`config.mk`:
```
export PLATFORM = sky130hd
export DESIGN_NAME = lzw_ctrl
export DESIGN_NICKNAME = d
export VERILOG_FILES = /design/src/rtl/lzw_pkg.sv /design/src/rtl/lzw_ctrl.sv
export SDC_FILE = /design/constraint.sdc
export NUM_CORES = 1
export LEC_CHECK = 0
export BUFFER_PORTS_ARGS = -buffer_cell sky130_fd_sc_hd__buf_2
export CORE_AREA = 2 2 39 41
export DETAILED_ROUTE_END_ITERATION = 8
export DIE_AREA = 0 0 41 43
export GPL_TIMING_DRIVEN = 0
export PLACE_DENSITY = 0.58
export SLEW_MARGIN = 20
export SYNTH_ARGS = -nofsm -noshare
export SYNTH_HDL_FRONTEND = slang
export SYNTH_SLANG_ARGS = --single-unit
```
`constraint.sdc`:
```
create_clock -name clk -period 1.4 [get_ports clk]
set_input_delay 0.42 -clock clk [delete_from_list [all_inputs] [get_ports clk]]
set_output_delay 0.42 -clock clk [all_outputs]
set_load 0.02 [all_outputs]
```
`src/rtl/lzw_pkg.sv`:
```
// Shared types and constants for the LZW encoder.
package lzw_pkg;

    localparam int BYTE_W    = 8;
    localparam int EPOCH_W   = 8;
    localparam int LIT_COUNT = 256;

    typedef enum logic [2:0] {
        ST_CLEAR,
        ST_IDLE,
        ST_START,
        ST_READ,
        ST_CHECK,
        ST_EMIT,
        ST_FINAL
    } state_t;

    typedef struct packed {
        logic in_ready;
        logic start_byte;
        logic start_probe;
        logic step_probe;
        logic hit;
        logic write_entry;
        logic load_miss;
        logic load_final;
        logic clear_write;
        logic clear_done;
    } cmd_t;

    typedef struct packed {
        logic in_valid;
        logic started;
        logic eos;
        logic rd_valid;
        logic rd_match;
        logic dict_full;
        logic cnt_last;
        logic epoch_max;
        logic out_free;
    } sts_t;

endpackage

```
`src/rtl/lzw_ctrl.sv`:
```
// Control state machine that sequences the dictionary sweep, dictionary probes and code output.
module lzw_ctrl (
    input  logic          clk,
    input  logic          rst_n,
    input  lzw_pkg::sts_t sts,
    output lzw_pkg::cmd_t cmd
);
    import lzw_pkg::*;

    state_t state_reg;
    state_t state_next;

    always_ff @(posedge clk or negedge rst_n)
    begin
        if (!rst_n)
        begin
            state_reg <= ST_CLEAR;
        end
        else
        begin
            state_reg <= state_next;
        end
    end

    always_comb
    begin
        cmd        = '0;
        state_next = state_reg;
        case (state_reg)
            ST_CLEAR:
            begin
                cmd.clear_write = 1'b1;
                if (sts.cnt_last)
                begin
                    cmd.clear_done = 1'b1;
                    state_next     = ST_IDLE;
                end
            end
            ST_IDLE:
            begin
                cmd.in_ready = 1'b1;
                if (sts.in_valid)
                begin
                    state_next = ST_START;
                end
            end
            ST_START:
            begin
                if (!sts.started)
                begin
                    cmd.start_byte = 1'b1;
                    state_next     = sts.eos ? ST_FINAL : ST_IDLE;
                end
                else
                begin
                    cmd.start_probe = 1'b1;
                    state_next      = ST_READ;
                end
            end
            ST_READ:
            begin
                state_next = ST_CHECK;
            end
            ST_CHECK:
            begin
                if (sts.rd_valid && sts.rd_match)
                begin
                    cmd.hit    = 1'b1;
                    state_next = sts.eos ? ST_FINAL : ST_IDLE;
                end
                else if (!sts.rd_valid)
                begin
                    cmd.write_entry = !sts.dict_full;
                    state_next      = ST_EMIT;
                end
                else if (sts.cnt_last)
                begin
                    state_next = ST_EMIT;
                end
                else
                begin
                    cmd.step_probe = 1'b1;
                    state_next     = ST_READ;
                end
            end
            ST_EMIT:
            begin
                if (sts.out_free)
                begin
                    cmd.load_miss = 1'b1;
                    state_next    = sts.eos ? ST_FINAL : ST_IDLE;
                end
            end
            ST_FINAL:
            begin
                if (sts.out_free)
                begin
                    cmd.load_final = 1'b1;
                    state_next     = sts.epoch_max ? ST_CLEAR : ST_IDLE;
                end
            end
            default:
            begin
                state_next = ST_IDLE;
            end
        endcase
    end

endmodule

```
==> impl_results.md, run 1 <==
- Root Driver: clkbuf_4
- Buffers & Inverters on Critical Path: 3
- Number of H-tree levels: 1
- Syn Nets: 65
- Setup violations, final: 12
- Die height: 43 µm
- Die span in x: about 41 µm
- Area Overhead vs Synth: 108.2%
- Hold Vio Cnt, Final: 0
- Most common cell after layout, fill and taps aside: buf_6
- Wirelength per Cell: 13.34 µm
- Cell mode on critical path: buf_6
- Avg Cell Area, Syn: between 7 and 8 µm²
- Max FO, Critical Path: 4
- Critical path required time: a little under 1 ns
- Leak: 0.3593 nW
- CTS Sinks: 3
- Clock Skew: 0.002868 ns
- Part of the Yosys area used for sequential elements: about a fifth
- First-pass GRT wire length: 1918 µm
- Post-DRT Antenna Nets: 0
- Post-Syn Instances: between 50 and 60
- GR Overflow Total: 0
- Max cap viols: 0
- Cell Area, Synth: 380.4 µm²
- Share of layout cells above drive strength 1: 57.95%
- Crit-path leading delay family: flip-flops
- CP arrival: between 1 and 1.5 ns
- Via count of the first global-routing pass: 459
- Core footprint: approximately 1400 µm²
- Critical-path cell list: buf_4 > buf_6 > nor3_4 > and2_4 > buf_6
- Initial antenna violation count: 0
- Power Total: 1.557 mW
- Synth top area share: about 20%
- Largest net degree at the start of global routing: 11
- Synth Register Bits: 3
- Hold Crit Class: in -> async
- DRC: 0
- Site Rows: 14
- Via density: 5.231
- Fin. max-slew vios: 0
- DP HPWL: approximately 840 µm
- Final Non-Filler Cells: about 100
- Ranking of synthesized cells by area: dfrtp_1 (20%), nor2_1 (7.9%), a21oi_1 (6.6%)
- Clock-pin slew of the registers on the worst-case setup and hold paths: around 0.04 ns
- Crit-path slowest cell: dfrtp_2
- Setup TNS: -3.172 ns
- DR iter-0 viols: 24
- Synth cell types: 29
- IR drop worst, VDD: slightly above 0.9 mV
- Worst skew pair latency: 0.23 ns
- Routed wire length: around 1400 µm
- CP startpoint kind: flip-flop
- Clock Tree Buf Depth: 2
- Setup WS post-layout: -0.3761 ns
- Crit Path Category: reg -> out
- GRT Total Usage: about 17%
- DP Area: between 500 and 600 µm²
- Critical path endpoint category: output pin
- CTS Buf Count: 3
- IO Pins: 21
- Slew headroom: 78.42%
- Failing checks: negative setup slack
- Port Buffers: 20
- Max reg flops: 3
- Fmax: between 500 and 600 MHz
- Status: complete, but fails checks
- Synth warn: 0
- Diodes inserted: 0
- RePlAce Congestion: between 0.8 and 0.9
- Final Util: roughly 57%
- Yosys top cell by area: dfrtp_1
- Nets: 100
- Fin area: 792.0 µm²
- Initial Utilization: 27.49%
- Fin crit period: about 1.8 ns
- PD cells: between 1500 and 2000 nW/µm²
- Most frequent cells in the layout: buf_6 (13), buf_2 (10), buf_4 (8), nand2_1 (5)
- Full die area: 1763 µm²
- CTS tree: built
- DP Cell Count: 90
- 1st-pass router iterations: 4
- RSZ-0062 raised after global routing: true
- Fin crit share: 126.9%
- Largest stage delay on the critical path: 0.40 ns
- Routed vias: 544
- Slew @ Worst Pin: roughly 0.32 ns
-- timing repair --
action	CTS	global route
gates resized for setup	21	17
setup buffers	5	5
hold buffers	1	0
endpoints found under the setup margin	10	13
pin swaps	2	5
hold endpoints to repair	3	0
-- final timing paths --
| check | startpoint | end | slack [ns] | cells after the start |
|---|---|---|---|---|
| max in group asynchronous | rst_n | state_reg[1] | 0.76 | 2 |
| min in group clk | sts[0] | state_reg[2] | 0.55 | 3 |
| min reg2reg | state_reg[0] | state_reg[0] | 0.81 | 3 |
| max | state_reg[1] | cmd[0] | -0.38 | 5 |
| max reg2reg | state_reg[2] | state_reg[1] | -0.13 | 6 |
| min | rst_n | state_reg[0] | 0.53 | 2 |
-- cells by family after synthesis --
family / synth area share, %
DFF: 19.74
AOI/OAI and AO/OA: 25.99
muxes: 2.632
buffers and inverters: 7.566
and+or+nand+nor: 44.08
-- Yosys cell counts --
library cell and instances:
a211o_1 2, a211oi_1 1, a21oi_1 5, a311oi_1 1, a31oi_1 1, and2_1 1, and3_1 3, and4b_1 1
buf_2 2, buf_6 1, dfrtp_1 3, inv_1 2, mux2i_1 1, nand2_1 5, nand2b_1 2, nand2b_2 1
nand3b_1 1, nor2_1 8, nor2b_1 1, nor2b_2 1, nor3_1 3, nor4_1 1, o21ai_0 1, o21ai_1 1
o22a_1 1, o22ai_1 1, o2bb2ai_1 1, or2b_1 1, or3b_4 1
-- final cells by class --
cell class | count | area (µm²)
Fill cell | 131 | 591.8
Multi-Input combinational cell | 46 | 375.4
Timing Repair Buffer | 30 | 252.7
Sequential cell | 3 | 76.32
Buffer | 3 | 33.78
Clock buffer | 4 | 26.28
Tap cell | 16 | 20.02
Inverter | 2 | 7.507
-- metrics by stage --
step,hold slack (ns),setup slack [ns]
after floorplan,0.1244,-0.06361
after global placement,0.2141,-0.1661
after detailed placement,0.2165,-0.1869
after CTS,0.5042,-0.3869
after global routing,0.5277,-0.4447
final,0.5254,-0.3761
-- worst reg2reg max path, cell delays in order (launching register included) --
cell and delay, ns:
dfrtp_1 0.40, buf_6 0.14, nor2b_4 0.12, and4b_1 0.23, buf_6 0.13, nor4_4 0.28, o2bb2ai_1 0.11
-- power breakdown --
| part | leakage, nW | switching (mW) | internal, mW |
|---|---|---|---|
| clock network | 0.0150 | 0.0411 | 0.107 |
| registers | 0.0369 | 0.0313 | 0.129 |
| logic | 0.307 | 0.629 | 0.620 |
-- metal layers --
layer | track usage (%) | vias up | wire [µm] | part of all wire [%]
met2 | 21.88 | 30 | 700 | 50
met5 | 0 | - | 0 | 0
li1 | - | 266 | - | -
met1 | 22.80 | 248 | 564 | 41
met4 | 8.000 | 0 | 0 | 0
met3 | 6.283 | 0 | 121 | 8.7
Note: power is estimated with default switching activity, not from simulation.
==> run 2, diff against run 1 <==
--- a/config.mk
+++ b/config.mk
@@ -5,12 +5,12 @@
 export SDC_FILE = /design/constraint.sdc
 export NUM_CORES = 1
 export LEC_CHECK = 0
-export BUFFER_PORTS_ARGS = -buffer_cell sky130_fd_sc_hd__buf_2
 export CORE_AREA = 2 2 39 41
 export DETAILED_ROUTE_END_ITERATION = 8
 export DIE_AREA = 0 0 41 43
+export DONT_BUFFER_PORTS = 1
 export GPL_TIMING_DRIVEN = 0
-export PLACE_DENSITY = 0.58
+export PLACE_DENSITY = 0.42
 export SLEW_MARGIN = 20
 export SYNTH_ARGS = -nofsm -noshare
 export SYNTH_HDL_FRONTEND = slang
==> impl_results.md, run 2 (synthesis results as in run 1) <==
- Clock Skew: 0.002199 ns (-0.0006684 ns)
- Status: complete, but fails checks
- CP startpoint kind: flip-flop
- GRT Total Usage: 15.49% (-1.0 points)
- Core footprint: 1384 µm² (unchanged)
- Fin crit period: 1.735 ns (-0.04127 ns)
- Setup WS post-layout: -0.3348 ns (+0.04127 ns)
- Port Buffers: 0 (-100%)
- DP Area: 439.2 µm² (-19%)
- Critical path required time: 0.98 ns (about the same)
- Diodes inserted: 0 (unchanged)
- Critical path endpoint category: output pin
- CP arrival: 1.31 ns (-0.05 ns)
- Fin area: 680.7 µm² (-14%)
- DR iter-0 viols: 22 (-8.3%)
- Share of layout cells above drive strength 1: 52.78% (-5.2 points)
- Clock Tree Buf Depth: 2 (unchanged)
- IR drop worst, VDD: 1.017 mV (+9.4%)
- Clock-pin slew of the registers on the worst-case setup and hold paths: 0.04 ns (about the same)
- Area Overhead vs Synth: 78.95%
- Full die area: 1763 µm² (unchanged)
- PD cells: 2291 nW/µm² (+17%)
- RSZ-0062 raised after global routing: true
- Placement Setup Slack: -0.1579 ns (+0.02897 ns)
- Critical R2R Launch: state_reg[0]
- Initial antenna violation count: 0 (unchanged)
- Die span in x: 41 µm (unchanged)
- Wirelength per Cell: 15.13 µm (+13%)
- Worst R2R End: state_reg[0]
- Crit-path slowest cell: or3b_4
- IO Pins: 21 (unchanged)
- Worst skew pair latency: 0.23 ns (about the same)
- Max FO, Critical Path: 4 (unchanged)
- Setup slack, reg-to-reg: -0.13 ns (about the same)
- Met2 wire len: 654 µm (-6.6%)
- R2R depth: 7 (+1)
- RePlAce Congestion: 0.7179 (-15%)
- Worst setup path endpoint: cmd[4]
- Setup TNS: -2.527 ns (+0.6455 ns)
- Slew headroom: 80.86% (+2.4 points)
- First-pass GRT wire length: 1828 µm (-4.7%)
- Nets: 84 (-16%)
- Routed wire length: 1331 µm (-4.0%)
- FILL cells: 136 (+3.8%)
- CTS Sinks: 3 (unchanged)
- Power Total: 1.559 mW (+0.16%)
- Fin crit share: 123.9% (-2.9 points)
- Max cap viols: 0 (unchanged)
- Root Driver: clkbuf_4
- DR WL met3: 117 µm (-3.3%)
- Hold Vio Cnt, Final: 0 (unchanged)
- GR Overflow Total: 0 (unchanged)
- 1st-pass router iterations: 4 (unchanged)
- Most frequent cells in the layout: buf_6 (9), buf_4 (7), nor2_4 (5), nand2_1 (4), a21oi_1 (4)
- Initial Utilization: 27.49% (unchanged)
- Largest net degree at the start of global routing: 11 (unchanged)
- Site Rows: 14 (unchanged)
- DRC: 0 (unchanged)
- Max reg flops: 3 (unchanged)
- Leak: 0.2809 nW (-22%)
- Fmax: 576.4 MHz (+2.4%)
- Highest metal layer with signal wires: met3
- Die height: 43 µm (unchanged)
- Largest stage delay on the critical path: 0.43 ns (+0.03 ns)
- Crit Path Category: reg -> out
- Post-DRT Antenna Nets: 0 (unchanged)
- Crit path launch: state_reg[1]
- Hold Crit Class: in -> reg
- Failing checks: negative setup slack
- Slew @ Worst Pin: 0.2862 ns (-0.03755 ns)
- CTS tree: built
- CTS Buf Count: 3 (unchanged)
- Via count of the first global-routing pass: 420 (-8.5%)
- DP HPWL: 801.5 µm (-4.6%)
- Number of H-tree levels: 1 (unchanged)
- Routed vias: 485 (-11%)
- Most common cell after layout, fill and taps aside: buf_6
- Met1 WL: 559 µm (-0.89%)
- Fin. max-slew vios: 0 (unchanged)
- Critical-path cell list: or3b_4 > nor3_4
- Setup violations, final: 13 (+1)
- Via density: 5.511 (+5.4%)
## run 2: report_power, final
group / switching (mW) / internal (mW) / total (mW)
registers: 0.0364 / 0.129 / 0.166
logic: 0.616 / 0.623 / 1.24
clock network: 0.0472 / 0.107 / 0.154
total: 0.700 / 0.859 / 1.56
## run 2: layer usage
layer / global-route usage [%] / vias to the layer above
met2: 21.25 / 26
met1: 21.04 / 221
met3: 4.712 / 0
li1: - / 238
met5: 0 / -
met4: 8.000 / 0
## run 2: how the worst min path moves through the flow
stage | cells past startpoint | from | end
after CTS | 2 | sts[0] | state_reg[2]
final | 2 | sts[0] | state_reg[2]
after global routing | 2 | sts[0] | state_reg[2]
after global placement | 0 | rst_n | state_reg[1]
after floorplan | 0 | rst_n | state_reg[0]
after detailed placement | 0 | rst_n | state_reg[1]
## run 2: layout make-up
type	count	area [µm²]	share of cell area, %
plain buffers	3	33.78	4.963
clock buffers	4	26.28	3.860
inverters	2	7.507	1.103
multi-input cells	46	386.6	56.80
flip-flops and latches	3	76.32	11.21
well taps	16	20.02	2.941
repair buffers	14	130.1	19.12
## run 2: critical path, delay by kind of cell (launching register included)
family,cells,cell delay (ns)
flip-flops,1,0.42
AND/OR/NAND/NOR,2,0.66
## run 2: metrics by stage
step | cells | utilization, % | hold slack (ns)
after detailed placement | 70 | 31.74 | 0.1245
after global placement | 70 | 31.74 | 0.1245
after floorplan | 54 | - | 0.1244
final | 88 | 49.19 | 0.3584
after CTS | 82 | 43.94 | 0.3496
after global routing | 88 | 49.19 | 0.3671
## run 2: repair_timing
action,in CTS,in global routing
setup endpoints to repair,12,13
buffers inserted,7,6
pin swaps,7,11
hold buffers,1,0
hold endpoints to repair,3,0
gates cloned,0,0
resized for setup,22,7
==> run 3, diff against run 2 <==
--- a/config.mk
+++ b/config.mk
@@ -5,12 +5,13 @@
 export SDC_FILE = /design/constraint.sdc
 export NUM_CORES = 1
 export LEC_CHECK = 0
-export CORE_AREA = 2 2 39 41
+export CELL_PAD_IN_SITES_DETAIL_PLACEMENT = 1
+export CELL_PAD_IN_SITES_GLOBAL_PLACEMENT = 2
+export CORE_UTILIZATION = 28
 export DETAILED_ROUTE_END_ITERATION = 8
-export DIE_AREA = 0 0 41 43
 export DONT_BUFFER_PORTS = 1
 export GPL_TIMING_DRIVEN = 0
-export PLACE_DENSITY = 0.42
+export PLACE_DENSITY = 0.71
 export SLEW_MARGIN = 20
 export SYNTH_ARGS = -nofsm -noshare
 export SYNTH_HDL_FRONTEND = slang
==> constraint.sdc (replaced) <==
create_clock -name clk -period 1.93 [get_ports clk]
set_input_delay 0.579 -clock clk [delete_from_list [all_inputs] [get_ports clk]]
set_output_delay 0.579 -clock clk [all_outputs]
set_load 0.02 [all_outputs]
==> impl_results.md, run 3 (synthesis results as in run 1) <==
- Status: finished, final reports clean
- Hold Buf Count CTS: 0 (-1)
- Gate power share: 69.9% (-9.6 points)
- Largest net degree at the start of global routing: 11 (unchanged)
- CTS Sinks: 3 (unchanged)
- Setup TNS: 0 ns (+2.527 ns)
- DR iter-0 viols: 8 (-64%)
- IR drop worst, VDD: 0.5538 mV (-46%)
- CP startpoint kind: flip-flop
- Via density: 5.890 (+6.9%)
- Hold Crit Class: in -> async
- Full die area: 1510 µm² (-14%)
- Worst R2R End: state_reg[1]
- CTS tree: built
- Clock Tree Buf Depth: 2 (unchanged)
- Slew @ Worst Pin: 0.3794 ns (+0.09321 ns)
- Initial antenna violation count: 0 (unchanged)
- RePlAce Congestion: 0.7963 (+11%)
- Most frequent cells in the layout: nor2_1 (6), nand2_1 (5), a21oi_1 (5)
- Max FO, Critical Path: 7 (+3)
- M1 GR Usage: 22.15% (+1.1 points)
- RSZ-0062 raised after global routing: true
- Setup slack, reg-to-reg: 0.51 ns (+0.64 ns)
- Fin crit share: between 90% and 100%
- Slew headroom: 74.61% (-6.2 points)
- Wirelength per Cell: 15.64 µm (+3.4%)
- Met2 usage: 32.08% (+11 points)
- Worst setup path endpoint: cmd[4]
- R2R depth: 5 (-2)
- Max reg flops: 3 (unchanged)
- Clock-pin slew of the registers on the worst-case setup and hold paths: 0.04 ns (about the same)
- Port Buffers: 0 (unchanged)
- Nets: 71 (-15%)
- Fin. max-slew vios: 0 (unchanged)
- Final Non-Filler Cells: 73 (-17%)
- CTS Buf Count: 3 (unchanged)
- Number of H-tree levels: 1 (unchanged)
- Gr busiest metal: met2
- First-pass GRT wire length: 1938 µm (+6.0%)
- Crit path launch: state_reg[1]
- Area Overhead vs Synth: 26.32%
- Fin crit period: 1.916 ns
- FILL cells: 152 (+12%)
- Share of layout cells above drive strength 1: 27.12% (-26 points)
- Critical path required time: 1.35 ns (+0.37 ns)
- Clock power frac: 13.8% (+3.9 points)
- Site Rows: 12 (-2)
- Critical path endpoint category: output pin
- IO Pins: 21 (unchanged)
- Power Total: 0.7731 mW (-50%)
- 1st-pass router iterations: 4 (unchanged)
- Core footprint: 1186 µm² (-14%)
- Post-DRT Antenna Nets: 0 (unchanged)
- Die span in x: 38.86 µm (-5.2%)
- Met3 Use GR: 5.202% (+0.49 points)
- Die height: 38.86 µm (-9.6%)
- Initial Utilization: 32.07% (+4.6 points)
- Routed wire length: 1142 µm (-14%)
- Setup violations, final: 0 (-13)
- PD cells: 1609 nW/µm² (-30%)
- Via count of the first global-routing pass: 470 (+12%)
- NetSw: 0.3821 mW (-45%)
- Crit Path Category: reg -> out
- Clock Skew: 0.003393 ns (+0.001194 ns)
- CP arrival: 1.34 ns (+0.03 ns)
- Worst skew pair latency: 0.23 ns (about the same)
- Diodes inserted: 0 (unchanged)
- Routed vias: 430 (-11%)
- Critical R2R Launch: state_reg[0]
- GRT Total Usage: 18.97% (+3.5 points)
- DP Cell Count: 68 (-2.9%)
- Max cap viols: 0 (unchanged)
- DP HPWL: 892.3 µm (+11%)
- Int Power: 0.3910 mW (-55%)
- Leak: 0.2027 nW (-28%)
- Hold Vio Cnt, Final: 0 (unchanged)
- Switching share of power: 49.43% (+4.5 points)
- GR Overflow Total: 0 (unchanged)
- Root Driver: clkbuf_4
- DRC: 0 (unchanged)
- Fmax: 521.8 MHz
- Most common cell after layout, fill and taps aside: nor2_1
- Seq pwr share: 16.2% (+5.6 points)
run 3: changes by cell type in the layout (fill, tap and decap cells not counted), moves of 2 or more:
cell,previous run,this run
and3_1,1,3
buf_6,9,3
and3_4,2,0
buf_4,7,1
nor2_4,5,1
nor2_1,3,6
run 3: worst min path at each step:
stage	endpoint	slack, ns	cells past startpoint	startpoint
3_3_place_gp	state_reg[1]	0.28	0	rst_n
6_report	state_reg[0]	0.04	0	rst_n
5_1_grt	state_reg[1]	0.04	0	rst_n
2_1_floorplan	state_reg[0]	0.28	0	rst_n
4_1_cts	state_reg[0]	0.04	0	rst_n
3_5_place_dp	state_reg[1]	0.28	0	rst_n
run 3: what timing repair did:
item,in CTS,in global routing
pin swaps,2,2
resized for setup,9,4
buffers inserted,1,0
endpoints found under the setup margin,3,4
run 3: power groups by stage:
stage	combinational [mW]	sequential (mW)	clock, mW
final	0.541	0.125	0.107
after global routing	0.588	0.131	0.113
after CTS	0.530	0.122	0.110
after detailed placement	0.471	0.124	0
after global placement	0.459	0.122	0
after floorplan	0.396	0.113	0
run 3: area by class of cell:
class | count | area (µm²) | area share [%]
plain buffers | 3 | 33.78 | 7.031
clock buffers | 4 | 26.28 | 5.469
inverters | 2 | 7.507 | 1.562
multi-input cells | 46 | 311.5 | 64.84
flip-flops and latches | 3 | 76.32 | 15.89
well taps | 14 | 17.52 | 3.646
repair buffers | 1 | 7.507 | 1.562
run 3: per-layer routing:
layer / vias to the layer above / wire, µm
li1: 210 / -
met1: 200 / 540
met2: 18 / 534
met3: 2 / 60
met4: 0 / 7
met5: - / 0
run 3: through the flow:
| stage | area, µm² | hold WS [ns] | setup slack, ns | utilization, % |
|---|---|---|---|---|
| after CTS | 465.4 | 0.03979 | 0.001157 | 39.24 |
| after floorplan | 385.4 | 0.2834 | 0.09973 | - |
| final | 480.5 | 0.04355 | 0.01353 | 40.51 |
| after global routing | 480.5 | 0.03695 | -0.03469 | 40.51 |
| after global placement | 402.9 | 0.2835 | 0.01706 | 33.97 |
| after detailed placement | 402.9 | 0.2835 | 0.01139 | 33.97 |
run 3: worst max-delay path, cell delays in order (launching register included):
cell	delay, ns
dfrtp_2	0.44
or3b_4	0.43
nor3_4	0.23
